File: src/fra_pkg.sv
package fra_pkg;

  localparam logic [2:0] ACT_MOV = 3'd0;
  localparam logic [2:0] ACT_ADD = 3'd1;
  localparam logic [2:0] ACT_SUB = 3'd2;
  localparam logic [2:0] ACT_MUL = 3'd3;
  localparam logic [2:0] ACT_DIV = 3'd4;
  localparam logic [2:0] ACT_HLT = 3'd5;

  localparam logic [1:0] ST_DONE     = 2'd0;
  localparam logic [1:0] ST_BAD_DEST = 2'd1;
  localparam logic [1:0] ST_DIV_ZERO = 2'd2;
  localparam logic [1:0] ST_IGNORED  = 2'd3;

  localparam logic [1:0] K_ADD = 2'd0;
  localparam logic [1:0] K_SUB = 2'd1;
  localparam logic [1:0] K_MUL = 2'd2;
  localparam logic [1:0] K_DIV = 2'd3;

  typedef struct packed {
    logic       start;
    logic [1:0] kind;
  } fra_cmd_t;

endpackage

File: src/fra_serial.sv
module fra_serial import fra_pkg::*; #(
  parameter int DATA_WIDTH = 16
) (
  input  logic                  clk,
  input  logic                  rst,
  input  fra_cmd_t              cmd,
  input  logic [DATA_WIDTH-1:0] a,
  input  logic [DATA_WIDTH-1:0] b,
  output logic                  done,
  output logic [DATA_WIDTH-1:0] result
);

  localparam int CW = $clog2(DATA_WIDTH);

  localparam logic [1:0] U_IDLE = 2'd0;
  localparam logic [1:0] U_ITER = 2'd1;
  localparam logic [1:0] U_FIX  = 2'd2;

  logic [1:0]            state;
  logic [CW-1:0]         cnt;
  logic [1:0]            kind;
  logic [DATA_WIDTH-1:0] x;
  logic [DATA_WIDTH-1:0] y;
  logic [DATA_WIDTH-1:0] acc;
  logic                  carry;
  logic                  neg;

  logic                  sum_bit;
  logic                  carry_next;
  logic [DATA_WIDTH:0]   rem_sh;
  logic [DATA_WIDTH:0]   diff;

  // one bit per cycle through the sum / multiplier / quotient shift registers
  assign sum_bit    = x[0] ^ y[0] ^ carry;
  assign carry_next = (x[0] & y[0]) | (x[0] & carry) | (y[0] & carry);
  assign rem_sh     = {acc, x[DATA_WIDTH-1]};
  assign diff       = rem_sh - {1'b0, y};
  assign result     = (kind == K_MUL) ? acc : x;

  always_ff @(posedge clk) begin
    if (rst) begin
      state <= U_IDLE;
      done  <= 1'b0;
    end else begin
      done <= (state == U_FIX);
      case (state)
        U_IDLE: begin
          if (cmd.start) begin
            state <= U_ITER;
          end
        end
        U_ITER: begin
          if (cnt == '0) begin
            state <= U_FIX;
          end
        end
        U_FIX: begin
          state <= U_IDLE;
        end
        default: begin
          state <= U_IDLE;
        end
      endcase
    end
  end

  always_ff @(posedge clk) begin
    case (state)
      U_IDLE: begin
        if (cmd.start) begin
          kind <= cmd.kind;
          cnt  <= CW'(DATA_WIDTH - 1);
          acc  <= '0;
          neg  <= a[DATA_WIDTH-1] ^ b[DATA_WIDTH-1];
          case (cmd.kind)
            K_ADD: begin
              x     <= a;
              y     <= b;
              carry <= 1'b0;
            end
            K_SUB: begin
              x     <= a;
              y     <= ~b;
              carry <= 1'b1;
            end
            K_MUL: begin
              x     <= a;
              y     <= b;
              carry <= 1'b0;
            end
            default: begin
              // magnitudes, sign fixed up at the end
              x     <= a[DATA_WIDTH-1] ? (~a + 1'b1) : a;
              y     <= b[DATA_WIDTH-1] ? (~b + 1'b1) : b;
              carry <= 1'b0;
            end
          endcase
        end
      end
      U_ITER: begin
        cnt <= cnt - 1'b1;
        case (kind)
          K_ADD, K_SUB: begin
            x     <= {sum_bit, x[DATA_WIDTH-1:1]};
            y     <= {1'b0, y[DATA_WIDTH-1:1]};
            carry <= carry_next;
          end
          K_MUL: begin
            if (y[0]) begin
              acc <= acc + x;
            end
            x <= {x[DATA_WIDTH-2:0], 1'b0};
            y <= {1'b0, y[DATA_WIDTH-1:1]};
          end
          default: begin
            if (!diff[DATA_WIDTH]) begin
              acc <= diff[DATA_WIDTH-1:0];
              x   <= {x[DATA_WIDTH-2:0], 1'b1};
            end else begin
              acc <= rem_sh[DATA_WIDTH-1:0];
              x   <= {x[DATA_WIDTH-2:0], 1'b0};
            end
          end
        endcase
      end
      U_FIX: begin
        if (kind == K_DIV && neg) begin
          x <= ~x + 1'b1;
        end
      end
      default: begin
      end
    endcase
  end

  a_done_after_fix: assert property (@(posedge clk) disable iff (rst)
    done |-> $past(state) == U_FIX)
    else $error("done without a fix-up cycle");

  a_iter_counts: assert property (@(posedge clk) disable iff (rst)
    (state == U_ITER && cnt != '0) |=> (state == U_ITER && cnt == $past(cnt) - 1'b1))
    else $error("iteration count broken");

  a_start_idle: assert property (@(posedge clk) disable iff (rst)
    cmd.start |-> state == U_IDLE)
    else $error("start while serial unit busy");

endmodule

File: src/four_register_alu_executor.sv
// channel  direction  handshake            payload
// in       input      in_valid / in_stall  action, dest_is_register, dest_reg,
//                                          src_is_register, src_reg, immediate
// out      output     out_valid / out_stall status, halted, reg_ax .. reg_dx
//
// halt, no-op, rejected and ignored items: accept, S_PUT, then the output register
// move and zero divisor: S_OPA, S_OPB, S_EXEC, S_PUT; add, subtract, multiply, divide
// also pass S_RUN, serial unit: one bit of sum, multiplier or quotient per cycle
// synchronous reset clears all four registers, the halt flag and out_valid
// a stalled result waits in the output register; the next item is taken
// the cycle after the result has moved into that register
module four_register_alu_executor import fra_pkg::*; #(
  parameter int DATA_WIDTH = 16
) (
  input  logic               clk,
  input  logic               rst,
  input  logic               in_valid,
  output logic               in_stall,
  input  logic [2:0]         action,
  input  logic               dest_is_register,
  input  logic [1:0]         dest_reg,
  input  logic               src_is_register,
  input  logic [1:0]         src_reg,
  input  logic signed [15:0] immediate,
  output logic               out_valid,
  input  logic               out_stall,
  output logic [1:0]         status,
  output logic               halted,
  output logic signed [15:0] reg_ax,
  output logic signed [15:0] reg_bx,
  output logic signed [15:0] reg_cx,
  output logic signed [15:0] reg_dx
);

  localparam logic [2:0] S_IDLE = 3'd0;
  localparam logic [2:0] S_OPA  = 3'd1;
  localparam logic [2:0] S_OPB  = 3'd2;
  localparam logic [2:0] S_EXEC = 3'd3;
  localparam logic [2:0] S_RUN  = 3'd4;
  localparam logic [2:0] S_PUT  = 3'd5;

  logic [2:0]            state;
  logic [DATA_WIDTH-1:0] regs [4];
  logic                  halt_flag;
  logic [2:0]            act;
  logic [1:0]            dst;
  logic                  src_isr;
  logic [1:0]            src;
  logic [DATA_WIDTH-1:0] imm_ext;
  logic [DATA_WIDTH-1:0] opa;
  logic [DATA_WIDTH-1:0] opb;
  logic [1:0]            st;

  logic [1:0]            rd_sel;
  logic [DATA_WIDTH-1:0] rd_data;
  logic [DATA_WIDTH+15:0] imm_wide;
  logic [DATA_WIDTH+15:0] ax_wide;
  logic [DATA_WIDTH+15:0] bx_wide;
  logic [DATA_WIDTH+15:0] cx_wide;
  logic [DATA_WIDTH+15:0] dx_wide;
  logic                  in_take;
  logic                  out_free;
  fra_cmd_t              ucmd;
  logic                  udone;
  logic [DATA_WIDTH-1:0] uresult;

  assign in_stall = (state != S_IDLE);
  assign in_take  = in_valid && !in_stall;
  assign out_free = !out_valid || !out_stall;

  assign imm_wide = {{DATA_WIDTH{immediate[15]}}, immediate};
  assign ax_wide  = {16'b0, regs[0]};
  assign bx_wide  = {16'b0, regs[1]};
  assign cx_wide  = {16'b0, regs[2]};
  assign dx_wide  = {16'b0, regs[3]};

  // one register file read port, dest first then source
  assign rd_sel  = (state == S_OPA) ? dst : src;
  assign rd_data = regs[rd_sel];

  always_comb begin
    ucmd.start = 1'b0;
    ucmd.kind  = K_ADD;
    if (state == S_EXEC) begin
      case (act)
        ACT_ADD: begin
          ucmd.start = 1'b1;
          ucmd.kind  = K_ADD;
        end
        ACT_SUB: begin
          ucmd.start = 1'b1;
          ucmd.kind  = K_SUB;
        end
        ACT_MUL: begin
          ucmd.start = 1'b1;
          ucmd.kind  = K_MUL;
        end
        ACT_DIV: begin
          ucmd.start = (opb != '0);
          ucmd.kind  = K_DIV;
        end
        default: begin
          ucmd.start = 1'b0;
        end
      endcase
    end
  end

  fra_serial #(
    .DATA_WIDTH(DATA_WIDTH)
  ) u_serial (
    .clk    (clk),
    .rst    (rst),
    .cmd    (ucmd),
    .a      (opa),
    .b      (opb),
    .done   (udone),
    .result (uresult)
  );

  always_ff @(posedge clk) begin
    if (rst) begin
      state     <= S_IDLE;
      halt_flag <= 1'b0;
      out_valid <= 1'b0;
      for (int i = 0; i < 4; i++) begin
        regs[i] <= '0;
      end
    end else begin
      if (state == S_PUT && out_free) begin
        out_valid <= 1'b1;
      end else if (!out_stall) begin
        out_valid <= 1'b0;
      end
      case (state)
        S_IDLE: begin
          if (in_take) begin
            act     <= action;
            dst     <= dest_reg;
            src_isr <= src_is_register;
            src     <= src_reg;
            imm_ext <= imm_wide[DATA_WIDTH-1:0];
            if (halt_flag) begin
              st    <= ST_IGNORED;
              state <= S_PUT;
            end else if (action == ACT_HLT) begin
              st        <= ST_DONE;
              halt_flag <= 1'b1;
              state     <= S_PUT;
            end else if (action > ACT_DIV) begin
              st    <= ST_DONE;
              state <= S_PUT;
            end else if (!dest_is_register) begin
              st    <= ST_BAD_DEST;
              state <= S_PUT;
            end else begin
              st    <= ST_DONE;
              state <= S_OPA;
            end
          end
        end
        S_OPA: begin
          opa   <= rd_data;
          state <= S_OPB;
        end
        S_OPB: begin
          opb   <= src_isr ? rd_data : imm_ext;
          state <= S_EXEC;
        end
        S_EXEC: begin
          if (act == ACT_MOV) begin
            regs[dst] <= opb;
            state     <= S_PUT;
          end else if (act == ACT_DIV && opb == '0) begin
            st    <= ST_DIV_ZERO;
            state <= S_PUT;
          end else begin
            state <= S_RUN;
          end
        end
        S_RUN: begin
          if (udone) begin
            regs[dst] <= uresult;
            state     <= S_PUT;
          end
        end
        S_PUT: begin
          if (out_free) begin
            state <= S_IDLE;
          end
        end
        default: begin
          state <= S_IDLE;
        end
      endcase
    end
  end

  // result payload
  always_ff @(posedge clk) begin
    if (state == S_PUT && out_free) begin
      status <= st;
      halted <= halt_flag;
      reg_ax <= ax_wide[15:0];
      reg_bx <= bx_wide[15:0];
      reg_cx <= cx_wide[15:0];
      reg_dx <= dx_wide[15:0];
    end
  end

  a_done_in_run: assert property (@(posedge clk) disable iff (rst)
    udone |-> state == S_RUN)
    else $error("serial result outside run state");

  a_halt_sticky: assert property (@(posedge clk) disable iff (rst)
    !$past(rst) |-> !$fell(halt_flag))
    else $error("halt flag cleared without reset");

  a_ignored_halted: assert property (@(posedge clk) disable iff (rst)
    (out_valid && status == ST_IGNORED) |-> halted)
    else $error("ignored item reported while not halted");

endmodule
File: config.mk
export PLATFORM = sky130hd
export DESIGN_NAME = four_register_alu_executor
export DESIGN_NICKNAME = d
export VERILOG_FILES = /design/src/fra_pkg.sv /design/src/fra_serial.sv /design/src/four_register_alu_executor.sv
export SDC_FILE = /design/constraint.sdc
export NUM_CORES = 1
export LEC_CHECK = 0
export BUFFER_PORTS_ARGS = -buffer_cell sky130_fd_sc_hd__clkbuf_2
export CAP_MARGIN = 40
export CORE_ASPECT_RATIO = 1.1
export CORE_MARGIN = 2
export CORE_UTILIZATION = 50
export CTS_CLUSTER_DIAMETER = 30
export DETAILED_ROUTE_END_ITERATION = 7
export PLACE_DENSITY = 0.68
export SLEW_MARGIN = 20
export SYNTH_ARGS = -nofsm -noshare
export SYNTH_HDL_FRONTEND = slang
export SYNTH_SLANG_ARGS = --single-unit
File: constraint.sdc
create_clock -name clk -period 10.9 [get_ports clk]
set_clock_uncertainty 0.15 [all_clocks]
set_input_delay 2.18 -clock clk [delete_from_list [all_inputs] [get_ports clk]]
set_output_delay 2.18 -clock clk [all_outputs]
set_load 0.02 [all_outputs]
Yosys cells after proc, flatten, opt, wreduce, memory -nomap -nowiden
Memory sizes are Yosys's and may differ from the RTL's. A register that Yosys moved wholly into a read port is not among the register bits. Index checks and enable logic that the tools add are counted.

Register bits after elaboration: 125. Bits in latches: 0. RAM bits: 64. ROM bits: 0. Input port bits: 29. Output and inout port bits: 69. Logic and storage cells: 180. Memories: 1.

Memory list: regs (words 4, bits a word 16, rd ports 5, clocked after Yosys merged registers in 4, wr ports 4, RTL line four_register_alu_executor.sv:43) `logic [DATA_WIDTH-1:0] regs [4];`.

Add/subtract/negate cells: 6. $mul: 0. Divide/modulo/power cells: 0. Magnitude comparators: 1. Equality and inequality tests: 30. Shift operators: 0. Multiplexer cells: 68. Bitwise operators: 13. Reduce and logical (&&, ||, !) cells: 39.

Operators by type and width (number): $mux 16 (14); $pmux 16 s2 (5); $add 16x1->16 const B (3); $not 16->16 (3); $pmux 16 s3 (1); $mux 1 (24); $mux 3 (8); $pmux 3 s6 (1); $sub 17x16->17 (1); $add 16x16->16 (1); $logic_not 16->1 (1); $mux 2 (8); $reduce_bool 16->1 (1); $reduce_or 16->1 (1); $reduce_and 3->1 (5); $eq 3x2->1 const B (4); $eq 3x3->1 const B (4); $ne 2x1->1 const B (6); $ne 2x2->1 const B (6); $reduce_and 2->1 (6); $reduce_or 3->1 (3); $eq 2x2->1 const B (4); $pmux 2 s2 (2); $pmux 4 s2 (1); other kinds (23) (44).

Longest topological paths before layout
Depth after elaboration: 9. Mapped depth: 12. Depth with buffers taken out: 10.

By module
Synthesis repeated with hierarchy kept, for this count alone.

Cells, all modules: 1214. Area, all modules: 13484.2 µm².

By module, submodules not included: four_register_alu_executor (times used 1, cells each 499, area each 7691.1 µm², sequential area each 5775.5 µm²); fra_serial (times used 1, cells each 715, area each 5793.1 µm², sequential area each 1741.7 µm²).

Least setup slack after synthesis
OpenSTA, ideal clock, no wires.

Path kind: input-to-reg. From: input out_stall. To: register halted (enable). Library setup time: 514 ps. Arrival: 5454 ps. Data required time: 10236 ps. Path slack: 4782 ps. Stages: 1. Path buffers: 0. Cell sequence: a21oi_1.

Cells in the longest elaborated chain, start to end: 3.

RTL lines: start, declared (RTL line four_register_alu_executor.sv:26) `input logic out_stall,`; $logic_not 1->1; $logic_or 1x1->1 (RTL line four_register_alu_executor.sv:69) `assign out_free = !out_valid || !out_stall;`; $logic_and 1x1->1 (RTL line four_register_alu_executor.sv:201) `if (state == S_PUT && out_free) begin`; end signal, assigned (RTL line four_register_alu_executor.sv:203) `halted <= halt_flag;`; end, declared (RTL line four_register_alu_executor.sv:28) `output logic halted,`.

Every way passes these cells. A chain may end at the register's enable or synchronous reset.

==> results.txt <==
The highest fanout seen on the critical path came out at 19. The final core area utilization is 59.7%. The final period demand of the worst path came out at 4410 ps. The count of cells resized by post-cts repair is 0. The count of final max-slew check failures is 0. The DRC marker count from the first detailed-route iteration came out at 613. The worst setup path is captured at a flop. The via count is 8883. The synthesized net count is 1146. The final-report hold violation count is 0. The post-synthesis to final-layout area growth is 17.2%. The clock insertion delay at the later pin of the skew report is 520 ps. For this design the ratio of total power to cell area is 248 nW/um^2. The number of synthesis warnings came out at 0. Counting flops with an async set or reset pin after synthesis yields a share of 0%. The mean area per synthesized cell is 12.0 um^2. In this run the critical register-to-register path is launched from state[1]. The number of clock sinks is 253. In the final layout, the share of cells above drive strength 1 is 20.0%.

The congestion estimate from routability-driven global placement came to 0.869. The wire length of the first global-routing pass is 47300 um. The number of endpoints failing setup at the final stage is 0. Of the synthesized area, sequential elements account for 58.4%.

The cell sitting at the root of the clock tree is a clkbuf_16. In the routed layout, each cell is associated on average with a via count of 5.71. The cell type contributing the most total cell area after synthesis is edfxtp_1. The aggregate global routing overflow is 0. The number of nets still failing antenna checks after routing came out at 0.

The wire length per cell is 19.6 um. The number of remaining DRC errors is 0. The type of element launching the critical path is a primary input. The flip-flop and latch area came out at 7520 um^2. The first detailed-routing pass took 5 iterations.

The setup path with the least slack is of type in2reg. The number of max-cap violations came out at 0. The maximum level of the CTS H-tree is 2. Global routing used 22.9% of the available tracks across all layers.

In this run, CTS created clock tree buffers numbering 40. The cell family contributing the most delay on the critical path is simple AND/OR/NAND/NOR gates. Clock-pin slew was measured on the worst setup and hold paths at 60 ps.

TritonCTS built the clock tree. The run finished with clean final reports. Summing all multi-input logic gate instances after layout gives 5000 um^2.

The class of the tightest hold or removal check is reg2reg. The floorplan die area came out at 27100 um^2. The number of I/O pins came out at 98. The most used flip-flop cell after synthesis is edfxtp_1. The floorplan has 61 rows. The number of inserted filler cells in the final layout is 2003. The number of antenna violations at the first check in global routing is 0. The beginning of the worst hold path is st[0]. The final HPWL from detailed placement is 22500 um. The vertical die dimension came out at 172 um. The total setup buffers inserted after CTS is 0.

Ranked by total cell area, the synthesized netlist is headed by edfxtp_1, nor2_1, ha_1, xnor2_1, mux4_2. Walking the worst path, the cells encountered are clkbuf_2 > or2_1 > or3_1 > nand2b_1. The register with the most flip-flops in the layout has 64 of them. Summed over all failing endpoints, the final setup total negative slack is 0 ps. The portion of synthesized cell area occupied by the leading cell type came out at 57.1%. The number of distinct library cells after synthesis is 85. The total length of routed wires is 30600 um. The maximum number of pins on one net before global-route repair came out at 68.

The required time of the critical path is 10890 ps. The upper clock frequency limit came out at 227 MHz. The number of flip-flops and latches in the synthesized netlist came out at 253. On the critical path, the stage with the largest delay is an instance of nand2b_1. The core area is 25300 um^2.

IR analysis of the VDD net gives a maximum drop of 0.196 mV. The post-synthesis instance total is 1076. The count of input and output buffers came out at 97. The worst hold margin came out at 270 ps.

The number of global-route vias before repair is 8518. The source of the critical timing path is rst. The worst pin sits at a relative slew slack of 46.9%. The die span in x is 157 um. The starting density of the core came out at 51.0%. Counting flops per register, the top entry is regs. The cell area that synthesis handed to floorplanning was 12900 um^2. The delay of the slowest critical-path stage is 690 ps.

Together, buffers and inverters on the worst path number 1. Setup repair after global routing left no endpoint under its margin. The part of the cycle the worst path needs is 40.5%. The leakage power is 0.00563 uW.

The net count reported at finish is 1250. Data arrives at the worst endpoint at 4400 ps. The number of buffers inserted for hold repair after clock tree synthesis came out at 0. The number of enable-type register cells in the synthesized netlist is 245. At the pin with the least slew margin, the transition time is 796 ps. The antenna cell count is 0. No sink is reached through more buffers than the 3 on the longest clock path.
per-layer routing:
metal / part of all wire, % / GRT usage (%) / routed length (um)
met2: 50 / 38.9 / 15200
met3: 6.6 / 3.93 / 2010
met1: 42 / 30.4 / 12900
met5: 0 / 0 / 0
met4: 1.5 / 6.42 / 469
cells by family after synthesis:
logic type                 count (synthesis)  share of synthesized area, %
and+or+nand+nor                          345                          12.5
DFF                                      253                          58.4
AOI/OAI and AO/OA                        214                          10.6
buffers and inverters                     92                          3.10
xor gates and xnor gates                  71                          4.89
muxes                                     60                          6.42
adders and majority gates                 41                          4.16
Yosys cell counts (8+ instances only):
| cell | count |
|---|---|
| edfxtp_1 | 245 |
| nand2_1 | 64 |
| o21ai_0 | 52 |
| xor2_1 | 25 |
| a21o_1 | 9 |
| nand2b_1 | 16 |
| nand3_1 | 9 |
| ha_1 | 38 |
| mux2_2 | 18 |
| dfxtp_1 | 8 |
| inv_1 | 39 |
| o21a_1 | 9 |
| nor2_1 | 168 |
| mux2i_1 | 25 |
| buf_2 | 8 |
| or3_1 | 9 |
| nor3_1 | 25 |
| a21oi_1 | 65 |
| xnor2_1 | 45 |
| mux4_2 | 16 |
| clkbuf_1 | 34 |
| o22ai_1 | 18 |
power by group:
| group | internal (uW) | switching, uW |
|---|---|---|
| Sequential | 1260 | 148 |
| Combinational | 478 | 647 |
| Clock | 742 | 475 |
layout by cell type (no fill, tap or decap), drive strengths merged, types with 26 or more instances in the layout:
cell,n
ha,38
edfxtp,245
clkbuf,140
mux2i,26
nor2,169
o21ai,53
nand2,64
xnor2,46
a21oi,65
inv,47
final cells by class:
| type | count | area share [%] |
|---|---|---|
| flip-flops and latches | 253 | 49.8 |
| multi-input cells | 731 | 33.1 |
| clock buffers | 43 | 6.71 |
| repair buffers | 115 | 4.47 |
| well taps | 346 | 2.87 |
| clock inverters | 28 | 2.04 |
| inverters | 39 | 0.970 |
worst paths after layout:
path | end | slack (ps) | cells past startpoint
min reg2reg | status[0] | 270 | 0
max reg2reg | regs[0][8] | 7120 | 5
min | status[0] | 270 | 0
max | regs[0][8] | 6490 | 4
stage by stage:
stage / cell area (um^2) / total power, uW / instances / worst slack, ps
2_1_floorplan: 12900 / 2250 / 1076 / 4780
3_3_place_gp: 13700 / 2500 / 1477 / 6030
3_5_place_dp: 13700 / 2540 / 1481 / 5890
4_1_cts: 15000 / 3760 / 1552 / 6420
5_1_grt: 15100 / 3940 / 1555 / 6310
6_report: 15100 / 3750 / 1555 / 6490
(Power assumes the default switching activity.)
